$ cat src/rtl/core/mcgm_pkg.sv
// Shared types and constants for the MIDI CC gain/mute filter.
package mcgm_pkg;

   localparam logic [7:0]  STATUS_MASK   = 8'hf0;
   localparam logic [7:0]  STATUS_CC     = 8'hb0;
   localparam logic [6:0]  CC_PAN        = 7'd10;
   localparam logic [6:0]  CC_EXPRESSION = 7'd11;
   localparam logic [6:0]  CC_MUTE       = 7'h2e;
   localparam logic [6:0]  CC_GAIN_FIRST = 7'h2f;
   localparam logic [6:0]  CC_GAIN_LAST  = 7'h32;
   localparam logic [6:0]  LEVEL_MAX     = 7'd127;

   localparam int          GAIN_COUNT    = 4;
   localparam int          GAIN_IDX_W    = 2;

   localparam int          PROD_W        = 28;
   localparam int          MUL_B_W       = 8;
   localparam int          MUL_P_W       = PROD_W + MUL_B_W;
   localparam logic [PROD_W-1:0] LEVEL_DIV = 28'h1f417f;
   localparam int          RECIP_SHIFT   = PROD_W;
   localparam logic [MUL_B_W-1:0] RECIP_MULT =
      MUL_B_W'((64'd1 << RECIP_SHIFT) / 64'(LEVEL_DIV));

   localparam logic [0:0]  CSR_CHANNEL   = 1'b0;
   localparam logic [0:0]  CSR_OWNS_PAN  = 1'b1;

   typedef enum logic [1:0] {
      KIND_PASS,
      KIND_DROP,
      KIND_GAIN,
      KIND_MUTE
   } kind_type;

   typedef enum logic [2:0] {
      MUL_NONE,
      MUL_G01,
      MUL_G2,
      MUL_G3,
      MUL_RECIP,
      MUL_BACK
   } mul_op_type;

   typedef enum logic [1:0] {
      FIN_NONE,
      FIN_PASS,
      FIN_GAIN,
      FIN_MUTE
   } fin_op_type;

   typedef struct packed {
      logic       load;
      logic       gain_wr;
      mul_op_type mul_op;
      fin_op_type fin_op;
   } cmd_type;

   typedef struct packed {
      kind_type kind;
      logic     out_busy;
   } stat_type;

endpackage

$ cat src/rtl/core/mcgm_ctrl.sv
// Controller state machine: sequences decode, the shared multiplier and result write.
module mcgm_ctrl (
   input  logic              clock,
   input  logic              reset,
   input  logic              req_tvalid,
   output logic              req_tready,
   output mcgm_pkg::cmd_type cmd,
   input  mcgm_pkg::stat_type stat
);

   typedef enum logic [2:0] {
      S_IDLE,
      S_DECODE,
      S_G01,
      S_G2,
      S_G3,
      S_RECIP,
      S_BACK,
      S_FINISH
   } state_type;

   state_type          state_ff, state_in;
   mcgm_pkg::kind_type kind_ff, kind_in;

   always_comb begin
      state_in    = state_ff;
      kind_in     = kind_ff;
      req_tready  = 1'b0;
      cmd.load    = 1'b0;
      cmd.gain_wr = 1'b0;
      cmd.mul_op  = mcgm_pkg::MUL_NONE;
      cmd.fin_op  = mcgm_pkg::FIN_NONE;
      unique case (state_ff)
         S_IDLE: begin
            req_tready = !reset;
            if (req_tvalid && !reset) begin
               cmd.load = 1'b1;
               state_in = S_DECODE;
            end
         end
         S_DECODE: begin
            kind_in = stat.kind;
            unique case (stat.kind)
               mcgm_pkg::KIND_DROP: state_in = S_IDLE;
               mcgm_pkg::KIND_GAIN: begin
                  cmd.gain_wr = 1'b1;
                  state_in    = S_G01;
               end
               default: state_in = S_FINISH;
            endcase
         end
         S_G01: begin
            cmd.mul_op = mcgm_pkg::MUL_G01;
            state_in   = S_G2;
         end
         S_G2: begin
            cmd.mul_op = mcgm_pkg::MUL_G2;
            state_in   = S_G3;
         end
         S_G3: begin
            cmd.mul_op = mcgm_pkg::MUL_G3;
            state_in   = S_RECIP;
         end
         S_RECIP: begin
            cmd.mul_op = mcgm_pkg::MUL_RECIP;
            state_in   = S_BACK;
         end
         S_BACK: begin
            cmd.mul_op = mcgm_pkg::MUL_BACK;
            state_in   = S_FINISH;
         end
         S_FINISH: begin
            if (!stat.out_busy) begin
               case (kind_ff)
                  mcgm_pkg::KIND_GAIN: cmd.fin_op = mcgm_pkg::FIN_GAIN;
                  mcgm_pkg::KIND_MUTE: cmd.fin_op = mcgm_pkg::FIN_MUTE;
                  default:             cmd.fin_op = mcgm_pkg::FIN_PASS;
               endcase
               state_in = S_IDLE;
            end
         end
         default: state_in = S_IDLE;
      endcase
   end

   always_ff @(posedge clock) begin
      if (reset) begin
         state_ff <= S_IDLE;
         kind_ff  <= mcgm_pkg::KIND_PASS;
      end else begin
         state_ff <= state_in;
         kind_ff  <= kind_in;
      end
   end

endmodule

$ cat src/rtl/core/mcgm_dpath.sv
// Datapath: message capture, gain store, shared multiplier, level divide and output register.
module mcgm_dpath (
   input  logic               clock,
   input  logic               reset,
   input  mcgm_pkg::cmd_type  cmd,
   output mcgm_pkg::stat_type stat,
   input  logic [7:0]         in_status,
   input  logic [6:0]         in_data_one,
   input  logic [6:0]         in_data_two,
   input  logic               csr_we,
   input  logic [0:0]         csr_addr,
   input  logic [3:0]         csr_wdata,
   output logic               out_valid,
   input  logic               out_ready,
   output logic [7:0]         out_status,
   output logic [6:0]         out_data_one,
   output logic [6:0]         out_data_two
);

   logic [7:0] status_ff;
   logic [6:0] d1_ff, d2_ff;

   logic [3:0] channel_ff;
   logic       owns_pan_ff;

   logic [6:0] gain_ff [mcgm_pkg::GAIN_COUNT];
   logic [6:0] level_ff;
   logic       muted_ff;

   logic [mcgm_pkg::MUL_P_W-1:0] mres_ff, mres_in;
   logic [mcgm_pkg::PROD_W-1:0]  prod_ff;
   logic [6:0]                   est_ff;

   logic       out_valid_ff, out_valid_in;
   logic [7:0] out_status_ff;
   logic [6:0] out_d1_ff, out_d2_ff;

   logic [6:0]                      gain_off;
   logic [mcgm_pkg::GAIN_IDX_W-1:0] gain_idx;
   logic [mcgm_pkg::PROD_W-1:0]     mul_a;
   logic [mcgm_pkg::MUL_B_W-1:0]    mul_b;
   logic [mcgm_pkg::PROD_W-1:0]     rem;
   logic [6:0]                      level_calc;
   logic                            gain_emit;
   logic                            mute_now;
   logic                            emit;
   logic [7:0]                      expr_status;
   logic [6:0]                      emit_d2;

   // message classification
   always_comb begin
      stat.out_busy = out_valid_ff;
      if ((status_ff & mcgm_pkg::STATUS_MASK) != mcgm_pkg::STATUS_CC) begin
         stat.kind = mcgm_pkg::KIND_PASS;
      end else if (d1_ff >= mcgm_pkg::CC_GAIN_FIRST && d1_ff <= mcgm_pkg::CC_GAIN_LAST) begin
         stat.kind = mcgm_pkg::KIND_GAIN;
      end else if (d1_ff == mcgm_pkg::CC_MUTE) begin
         stat.kind = mcgm_pkg::KIND_MUTE;
      end else if (d1_ff == mcgm_pkg::CC_EXPRESSION) begin
         stat.kind = mcgm_pkg::KIND_DROP;
      end else if (d1_ff == mcgm_pkg::CC_PAN && owns_pan_ff) begin
         stat.kind = mcgm_pkg::KIND_DROP;
      end else begin
         stat.kind = mcgm_pkg::KIND_PASS;
      end
   end

   assign gain_off = d1_ff - mcgm_pkg::CC_GAIN_FIRST;
   assign gain_idx = gain_off[mcgm_pkg::GAIN_IDX_W-1:0];

   // shared 28x8 multiplier operand select
   always_comb begin
      mul_a = mres_ff[mcgm_pkg::PROD_W-1:0];
      mul_b = '0;
      case (cmd.mul_op)
         mcgm_pkg::MUL_G01: begin
            mul_a = mcgm_pkg::PROD_W'(gain_ff[0]);
            mul_b = mcgm_pkg::MUL_B_W'(gain_ff[1]);
         end
         mcgm_pkg::MUL_G2:    mul_b = mcgm_pkg::MUL_B_W'(gain_ff[2]);
         mcgm_pkg::MUL_G3:    mul_b = mcgm_pkg::MUL_B_W'(gain_ff[3]);
         mcgm_pkg::MUL_RECIP: mul_b = mcgm_pkg::RECIP_MULT;
         mcgm_pkg::MUL_BACK: begin
            mul_a = mcgm_pkg::LEVEL_DIV;
            mul_b = mcgm_pkg::MUL_B_W'(mres_ff[mcgm_pkg::RECIP_SHIFT+6:mcgm_pkg::RECIP_SHIFT]);
         end
         default: ;
      endcase
   end

   assign mres_in = mcgm_pkg::MUL_P_W'(mul_a) * mcgm_pkg::MUL_P_W'(mul_b);

   // estimate is floor or one short; one compare fixes it
   assign rem        = prod_ff - mres_ff[mcgm_pkg::PROD_W-1:0];
   assign level_calc = est_ff + 7'(rem >= mcgm_pkg::LEVEL_DIV);
   assign gain_emit  = (level_calc != level_ff) && !muted_ff;
   assign mute_now   = (d2_ff != 7'd0);
   assign expr_status = mcgm_pkg::STATUS_CC | {4'd0, channel_ff};

   always_comb begin
      emit    = 1'b0;
      emit_d2 = d2_ff;
      case (cmd.fin_op)
         mcgm_pkg::FIN_PASS: emit = 1'b1;
         mcgm_pkg::FIN_GAIN: begin
            emit    = gain_emit;
            emit_d2 = level_calc;
         end
         mcgm_pkg::FIN_MUTE: begin
            emit    = (muted_ff != mute_now);
            emit_d2 = mute_now ? 7'd0 : level_ff;
         end
         default: ;
      endcase
   end

   always_comb begin
      out_valid_in = out_valid_ff;
      if (emit) begin
         out_valid_in = 1'b1;
      end else if (out_ready) begin
         out_valid_in = 1'b0;
      end
   end

   always_ff @(posedge clock) begin
      if (reset) begin
         channel_ff   <= '0;
         owns_pan_ff  <= 1'b0;
         for (int i = 0; i < mcgm_pkg::GAIN_COUNT; i++) begin
            gain_ff[i] <= mcgm_pkg::LEVEL_MAX;
         end
         level_ff     <= mcgm_pkg::LEVEL_MAX;
         muted_ff     <= 1'b0;
         out_valid_ff <= 1'b0;
      end else begin
         out_valid_ff <= out_valid_in;
         if (csr_we) begin
            unique case (csr_addr)
               mcgm_pkg::CSR_CHANNEL:  channel_ff  <= csr_wdata;
               mcgm_pkg::CSR_OWNS_PAN: owns_pan_ff <= csr_wdata[0];
               default: ;
            endcase
         end
         if (cmd.gain_wr) begin
            gain_ff[gain_idx] <= d2_ff;
         end
         if (cmd.fin_op == mcgm_pkg::FIN_GAIN && gain_emit) begin
            level_ff <= level_calc;
         end
         if (cmd.fin_op == mcgm_pkg::FIN_MUTE) begin
            muted_ff <= mute_now;
         end
      end
   end

   always_ff @(posedge clock) begin
      if (cmd.load) begin
         status_ff <= in_status;
         d1_ff     <= in_data_one;
         d2_ff     <= in_data_two;
      end
      if (cmd.mul_op != mcgm_pkg::MUL_NONE) begin
         mres_ff <= mres_in;
      end
      if (cmd.mul_op == mcgm_pkg::MUL_RECIP) begin
         prod_ff <= mres_ff[mcgm_pkg::PROD_W-1:0];
      end
      if (cmd.mul_op == mcgm_pkg::MUL_BACK) begin
         est_ff <= mres_ff[mcgm_pkg::RECIP_SHIFT+6:mcgm_pkg::RECIP_SHIFT];
      end
      if (emit) begin
         if (cmd.fin_op == mcgm_pkg::FIN_PASS) begin
            out_status_ff <= status_ff;
            out_d1_ff     <= d1_ff;
         end else begin
            out_status_ff <= expr_status;
            out_d1_ff     <= mcgm_pkg::CC_EXPRESSION;
         end
         out_d2_ff <= emit_d2;
      end
   end

   assign out_valid    = out_valid_ff;
   assign out_status   = out_status_ff;
   assign out_data_one = out_d1_ff;
   assign out_data_two = out_d2_ff;

endmodule

$ cat src/rtl/core/midi_cc_gain_mute_filter.sv
// Top level of the MIDI CC gain/mute filter.
// Pass-through and mute transactions run through decode and finish; dropped ones end
// at decode; gain transactions add five steps on one shared 28x8 multiplier.
// Transactions are handled one at a time; finish waits while a result is still unsent,
// and the next transaction is accepted while a result waits in the output register.
// Reset (synchronous, active high): gains and level 127, unmuted, channel 0, pan not owned.
module midi_cc_gain_mute_filter (
   input  logic        clock,
   input  logic        reset,
   input  logic        req_tvalid,
   output logic        req_tready,
   input  logic [23:0] req_tdata,  // status_byte[7:0], data_one[14:8], data_two[21:15]
   output logic        rsp_tvalid,
   input  logic        rsp_tready,
   output logic [23:0] rsp_tdata,  // out_status[7:0], out_data_one[14:8], out_data_two[21:15]
   input  logic        csr_we,
   input  logic [0:0]  csr_addr,
   input  logic [3:0]  csr_wdata
);

   mcgm_pkg::cmd_type  cmd;
   mcgm_pkg::stat_type stat;
   logic [7:0]         out_status;
   logic [6:0]         out_data_one;
   logic [6:0]         out_data_two;

   mcgm_ctrl u_ctrl (
      .clock      (clock),
      .reset      (reset),
      .req_tvalid (req_tvalid),
      .req_tready (req_tready),
      .cmd        (cmd),
      .stat       (stat)
   );

   mcgm_dpath u_dpath (
      .clock        (clock),
      .reset        (reset),
      .cmd          (cmd),
      .stat         (stat),
      .in_status    (req_tdata[7:0]),
      .in_data_one  (req_tdata[14:8]),
      .in_data_two  (req_tdata[21:15]),
      .csr_we       (csr_we),
      .csr_addr     (csr_addr),
      .csr_wdata    (csr_wdata),
      .out_valid    (rsp_tvalid),
      .out_ready    (rsp_tready),
      .out_status   (out_status),
      .out_data_one (out_data_one),
      .out_data_two (out_data_two)
   );

   assign rsp_tdata = {2'b00, out_data_two, out_data_one, out_status};

endmodule

$ cat config.mk
export PLATFORM = sky130hd
export DESIGN_NAME = midi_cc_gain_mute_filter
export DESIGN_NICKNAME = d
export VERILOG_FILES = /design/src/rtl/core/mcgm_pkg.sv /design/src/rtl/core/mcgm_ctrl.sv /design/src/rtl/core/mcgm_dpath.sv /design/src/rtl/core/midi_cc_gain_mute_filter.sv
export SDC_FILE = /design/constraint.sdc
export NUM_CORES = 1
export LEC_CHECK = 0
export ABC_AREA = 1
export ABC_CLOCK_PERIOD_IN_PS = 8170
export BUFFER_PORTS_ARGS = -buffer_cell sky130_fd_sc_hd__buf_2
export CAP_MARGIN = 40
export CELL_PAD_IN_SITES_DETAIL_PLACEMENT = 1
export CELL_PAD_IN_SITES_GLOBAL_PLACEMENT = 1
export CORE_MARGIN = 5
export CORE_UTILIZATION = 31
export DETAILED_ROUTE_END_ITERATION = 10
export GPL_TIMING_DRIVEN = 0
export PLACE_DENSITY = 0.62
export SYNTH_ARGS = -nofsm -noshare
export SYNTH_HDL_FRONTEND = slang
export SYNTH_SLANG_ARGS = --single-unit
export TNS_END_PERCENT = 100
$ cat constraint.sdc
create_clock -name clock -period 8.17 [get_ports clock]
set_clock_uncertainty 0.1 [all_clocks]
set_input_delay 1.634 -clock clock [delete_from_list [all_inputs] [get_ports clock]]
set_output_delay 1.634 -clock clock [all_outputs]
set_load 0.005 [all_outputs]
; ---- Word level (Yosys, flattened, before mapping)
; Memory sizes are Yosys's and may differ from the RTL's.
; Index checks and enable logic that the tools add are counted.
[totals]
ff_bits = 133
latchBits = 0
ram_bits = 28
romBits = 0
inputBits = 34
out_inout_bits = 26
elab_cells = 102
mem_count = 1
[op_classes]
addsub = 3
n_mul = 1
div_mod_pow = 0
order_cmp = 3
eq_ne = 27
n_shift = 0
n_mux = 34
bitwise = 1
reduce_logical = 15
[memory_table]
columns = name, depth, width, rd, rd_clocked_by_memory_dff, write_ports, line
row1 = u_dpath.gain_ff, 4, 7, 4, 0, 4, mcgm_dpath.sv:26  ; logic [6:0] gain_ff [mcgm_pkg::GAIN_COUNT];
[ops]
columns = operator, n
row1 = one-hot mux 28 bit (2 select lines), 1
row2 = one-hot mux 8 bit (5 select lines), 1
row3 = multiplier 28 x 8 -> 35 bit, 1
row4 = ">= comparator 28 x 21 -> 1 bit, second input constant", 1
row5 = subtractor 28 bit, 1
row6 = one-hot mux 3 bit (8 select lines), 1
row7 = "== test 3 bit, second input constant", 6
row8 = one-hot mux 3 bit (5 select lines), 1
row9 = "== test 7 x 4 -> 1 bit, second input constant", 2
row10 = two-way mux 1 bit, 14
row11 = two-way mux 2 bit, 7
row12 = two-way mux 7 bit, 2
row13 = one-hot mux 7 bit (2 select lines), 1
row14 = "== test 3 x 2 -> 1 bit, second input constant", 4
row15 = "== test 2 bit, second input constant", 5
row16 = adder 7 x 1 -> 7 bit, 1
row17 = "== test 7 x 6 -> 1 bit, second input constant", 1
row18 = ">= comparator 7 x 6 -> 1 bit, second input constant", 1
row19 = "less-or-equal comparator 7 x 6 -> 1 bit, second input constant", 1
row20 = inequality test 7 bit, 1
row21 = nonzero test 7 bit, 1
row22 = OR reduction 7 bit, 1
row23 = "== test 3 x 1 -> 1 bit, second input constant", 2
row24 = two-way mux 3 bit, 2
row25 = 17 further kinds, 25

; ---- Longest topological paths before layout
[depth]
depth_word = 15
depth_mapped = 31

; ---- Hierarchy
; Synthesis repeated with hierarchy kept, for this count alone.
[unflattened]
hier_cells = 1908
area_unflattened_um2 = 15548.7
[modules_own_cells]
columns = module, instances, cells_per_inst, area_per_inst_um2
row1 = mcgm_dpath, 1, 1849, 15180.8
row2 = mcgm_ctrl, 1, 56, 349.1
row3 = midi_cc_gain_mute_filter, 1, 3, 18.8

; ---- Least setup slack after synthesis
; No wires, ideal clock.
[synth_timing]
kind = register to register
start = register u_ctrl.state_ff[0]
end = register u_dpath.mres_ff[28] (netlist name) (data pin)
setup_time_ns = 0.259
t_arrival_ns = 5.587
required_time_ns = 7.811
slack_ns = 2.224
path_stages_with_launch = 21
path_cell_list = dfxtp_1 > nand2_1 > nor2_1 > clkbuf_1 > nand2_1 > fa_1 > fa_1 > inv_1 > fa_1 > inv_1 > fa_1 > inv_1 > ha_1 > a21oi_1 > a21boi_1 > inv_1 > a21oi_1 > o21ai_1 > nand3_1 > nand2_1 > xor2_1
[synth_between]
elab_chain_cells = 5
[synth_lines]
columns = item, line
row1 = "start, declared", mcgm_ctrl.sv:22  ; state_type state_ff, state_in;
row2 = "start signal, assigned", mcgm_ctrl.sv:91  ; state_ff <= state_in;
row3 = == test 3 bit / == test 3 x 2 -> 1 bit (equally long branches), mcgm_ctrl.sv:33  ; unique case (state_ff)
row4 = one-hot mux 3 bit (5 select lines) *, mcgm_ctrl.sv:33
row5 = == test 3 bit (tied with other cells), mcgm_dpath.sv:75  ; case (cmd.mul_op)
row6 = one-hot mux 8 bit (5 select lines) / one-hot mux 28 bit (2 select lines) (equally long branches), mcgm_dpath.sv:75
row7 = multiplier 28 x 8 -> 35 bit *, mcgm_dpath.sv:91  ; assign mres_in = mcgm_pkg::MUL_P_W'(mul_a) * mcgm_pkg::MUL_P_W'(mul_b);
row8 = net u_dpath.mres_in (one bit), mcgm_dpath.sv:30  ; logic [mcgm_pkg::MUL_P_W-1:0] mres_ff, mres_in;
row9 = "end signal, assigned", mcgm_dpath.sv:164  ; mres_ff <= mres_in;
row10 = "end, declared", mcgm_dpath.sv:30
; Mark *: on every way through the listed nets, which the timed path passes. The rest lies on a longest branch.
; A chain may end at the register's enable or synchronous reset.

; ---- Final worst setup path
[layout_timing]
start = register u_ctrl.state_ff[2]
end = register u_dpath.mres_ff[34] (netlist name) (data pin)
; The elaborated chain is that of the path after synthesis.

==> flow_summary.ini <==
[worst_setup_path]
cp.required_ps = 8260
cp_common_cell = nand2_1
ff2ff_path_depth = 28
setup.worst_path.start_class = flip-flop
r2r_end = u_dpath.mres_ff[34]
r2r-start = u_ctrl.state_ff[2]
critPathKind = flip-flop to flip-flop
slowest_stage = nor2_1
cp_data_arrival_time_ps = 6970
critPathCaptureType = flip-flop
reg2reg_slack_ps = 1290
max_stage_delay_ps = 620
cp_max_fo = 10

[global_routing]
grt_pass1_wl_mm = 73.0
grt_max_degree = 33
grt_pass1_vias = 13200
grt.overflow.total = 0
track_usage_pct = 17.5
antenna_found_initial = 2

[layout]
final_cell_mix = inv_1, nand2_1, nor2_1, fa_1, edfxtp_1
num_antenna_cells = 0
nFillCells = 5716
drive_gt1_share_pct = 9.23
nNetsFinal = 2138
final_common_cell = inv_1
area_growth_pct = 11.7

[timing]
finalMaxSlewViolations = 0
timing.final.crit_period_ps = 6880
setup_violations = 0
period_share_pct = 84.2
tightest_slew_ps = 881
hold_violations = 0
slew_headroom_pct = 41.3
fmax_mhz = 145
tns_ps = 0
layout_setup_ws_ps = 1290
worst_hold_slack_ps = 373
rsz0062_at_grt = no

[synthesis]
ys_types = 54
synth_edf_count = 142
syn_inst = 1777
synthAdderAreaFrac_pct = 28.0
synth_mux_area_share_pct = 0
synth-seq-cells = 161
netlist_area_sq_um = 15100
synth_top_cell_by_area = edfxtp_1
synthArstFlopShare_pct = 0
ys.flop_type = edfxtp_1
synth_top_family_by_area = adder cells
synthXorXnorAreaFrac_pct = 2.78
ys_seq_area_share_pct = 30.8
synth_compound_area_share_pct = 8.12
yosysWarnings = 0
synthSimpleGateAreaFrac_pct = 20.1
yosysTopAreaCellShare_pct = 28.3
synth.avg_cell_area_sq_um = 8.47
post_synth_main_area_contributors = edfxtp_1, fa_1, inv_1

[clock_tree]
cts-buffers-inserted = 17
ctsHoldBuffers = 0
clk_pin_slew_ps = 80
cts_resized = 0
cts_tree = yes
cts_sinks = 161
cts_buffer_depth = 2
postCtsSetupRepairBufs = 0
worstSkewPairLatency_ps = 450
htree_levels = 4
root_buffer = clkbuf_16

[route]
postRouteAntennaNets = 0
drt_iter0_drc = 598
wl_per_cell_um = 18.3
viasPerCell = 4.85
num_vias = 12100
drc_errors = 0
first_pass_iters = 5
routed_wl_mm = 45.4

[hold_path]
worstHoldStart = u_dpath.level_ff[5]
hold_class = flip-flop to flip-flop
holdPathEnd = u_dpath.level_ff[5]
holdPathStages = 2

[floorplanning]
core-area_sq_um = 47800
ios = 60
start_util_pct = 31.5
dieArea_sq_um = 53100
die_w_um = 230
rows = 80
die_h_um = 230

[placement]
gp_congestion = 0.864
dp_hpwl_mm = 38.0
port_buffers = 54
dp_slack_ps = 1260

[run]
drv_cap = 0

[outcome]
status = complete, no violations
[synthesized netlist by cell type (2+ instances only)]
library cell  number
a21boi_1           2
nand3_2            4
o211ai_2           3
buf_1              2
nor2_1           281
nand2_1          315
o21ai_1           10
xor2_1            25
o21ai_0           43
inv_2             18
o22ai_1            2
ha_1              87
edfxtp_1         142
clkbuf_1           5
a22o_1             5
buf_4              3
o21a_1             4
fa_1             156
a21oi_1           88
or2_2              3
nor3_1            14
o221ai_1           6
or2_1              2
o22ai_2            5
o31ai_1            3
nand3b_1           4
inv_1            345
o211ai_1           5
xnor2_1           21
a21o_1             3
a31oi_1            8
clkinv_1           2
buf_2             18
o21bai_1           6
nand3_1           59
nor2_2            10
dfxtp_1           19
a32o_1             5
nor4_1             6
nand4_1           21
nand2_2            4
[critical path, delay by kind of cell (launching register included)]
kind	cells	cell delay [ps]
AND/OR/NAND/NOR	11	1510
AO/OA/AOI/OAI	4	1090
flip-flops	1	300
buffers and inverters	8	1100
adder cells (fa/ha/maj)	5	2500
[through the flow]
| stage | instance area (sq um) | instances | utilization [%] |
|---|---|---|---|
| floorplan | 15100 | 1778 | - |
| global placement | 16100 | 2447 | 33.6 |
| detailed placement | 16200 | 2457 | 33.9 |
| CTS | 16800 | 2489 | 35.1 |
| global route | 16800 | 2489 | 35.1 |
| finish | 16800 | 2489 | 35.1 |
[worst max-delay path by stage]
stage | slack [ps] | startpoint | depth (start not counted) | end
5_1_grt | 920 | u_ctrl.state_ff[0] | 27 | u_dpath.mres_ff[22]
3_5_place_dp | 1260 | u_ctrl.state_ff[2] | 27 | u_dpath.mres_ff[22]
6_report | 1290 | u_ctrl.state_ff[2] | 28 | u_dpath.mres_ff[34]
3_3_place_gp | 810 | u_ctrl.state_ff[0] | 20 | u_dpath.mres_ff[28]
4_1_cts | 1240 | u_ctrl.state_ff[2] | 28 | u_dpath.mres_ff[34]
2_1_floorplan | 2220 | u_ctrl.state_ff[0] | 20 | u_dpath.mres_ff[28]
[logic make-up (layout without fill, tap and decap cells)]
family	count (synthesis)	in the layout
xor gates and xnor gates	47	47
other	1	2
and+or+nand+nor	729	729
buffers and inverters	394	490
AOI/OAI and AO/OA	202	202
DFF	161	161
adders and majority gates	243	243
[per-layer routing]
metal	track usage (%)	vias to the layer above	share of wire [%]
met5	0	-	0
met4	4.67	0	2.3
met3	3.50	48	4.3
met2	30.7	228	49
met1	22.2	6012	44
li1	-	5782	-
[layout make-up]
class / count / area (sq um) / share of cell area [%]
plain buffers: 29 / 160 / 0.952
clock buffers: 17 / 425 / 2.53
clock inverters: 15 / 161 / 0.960
inverters: 365 / 1370 / 8.15
multi-input cells: 1223 / 8900 / 52.9
flip-flops and latches: 161 / 4640 / 27.6
well taps: 615 / 769 / 4.58
repair buffers: 64 / 385 / 2.29
[flip-flops by register name, indices dropped and copies added (netlist names)]
signal and flops:
u_dpath.gain_ff 28, u_dpath.d1_ff 7, u_dpath.d2_ff 7, u_dpath.out_status 8
u_dpath.channel_ff 4, u_dpath.out_data_two 7, u_dpath.prod_ff 28, u_ctrl.state_ff 3
u_dpath.out_data_one 7, u_dpath.out_valid 1, u_ctrl.kind_ff 2, u_dpath.mres_ff 35
u_dpath.owns_pan_ff 1, u_dpath.est_ff 7, u_dpath.level_ff 7, u_dpath.muted_ff 1
u_dpath.status_ff 8
Power is not shown: default switching activity piles up to over one toggle a cycle in this logic, so the estimate is an artifact.
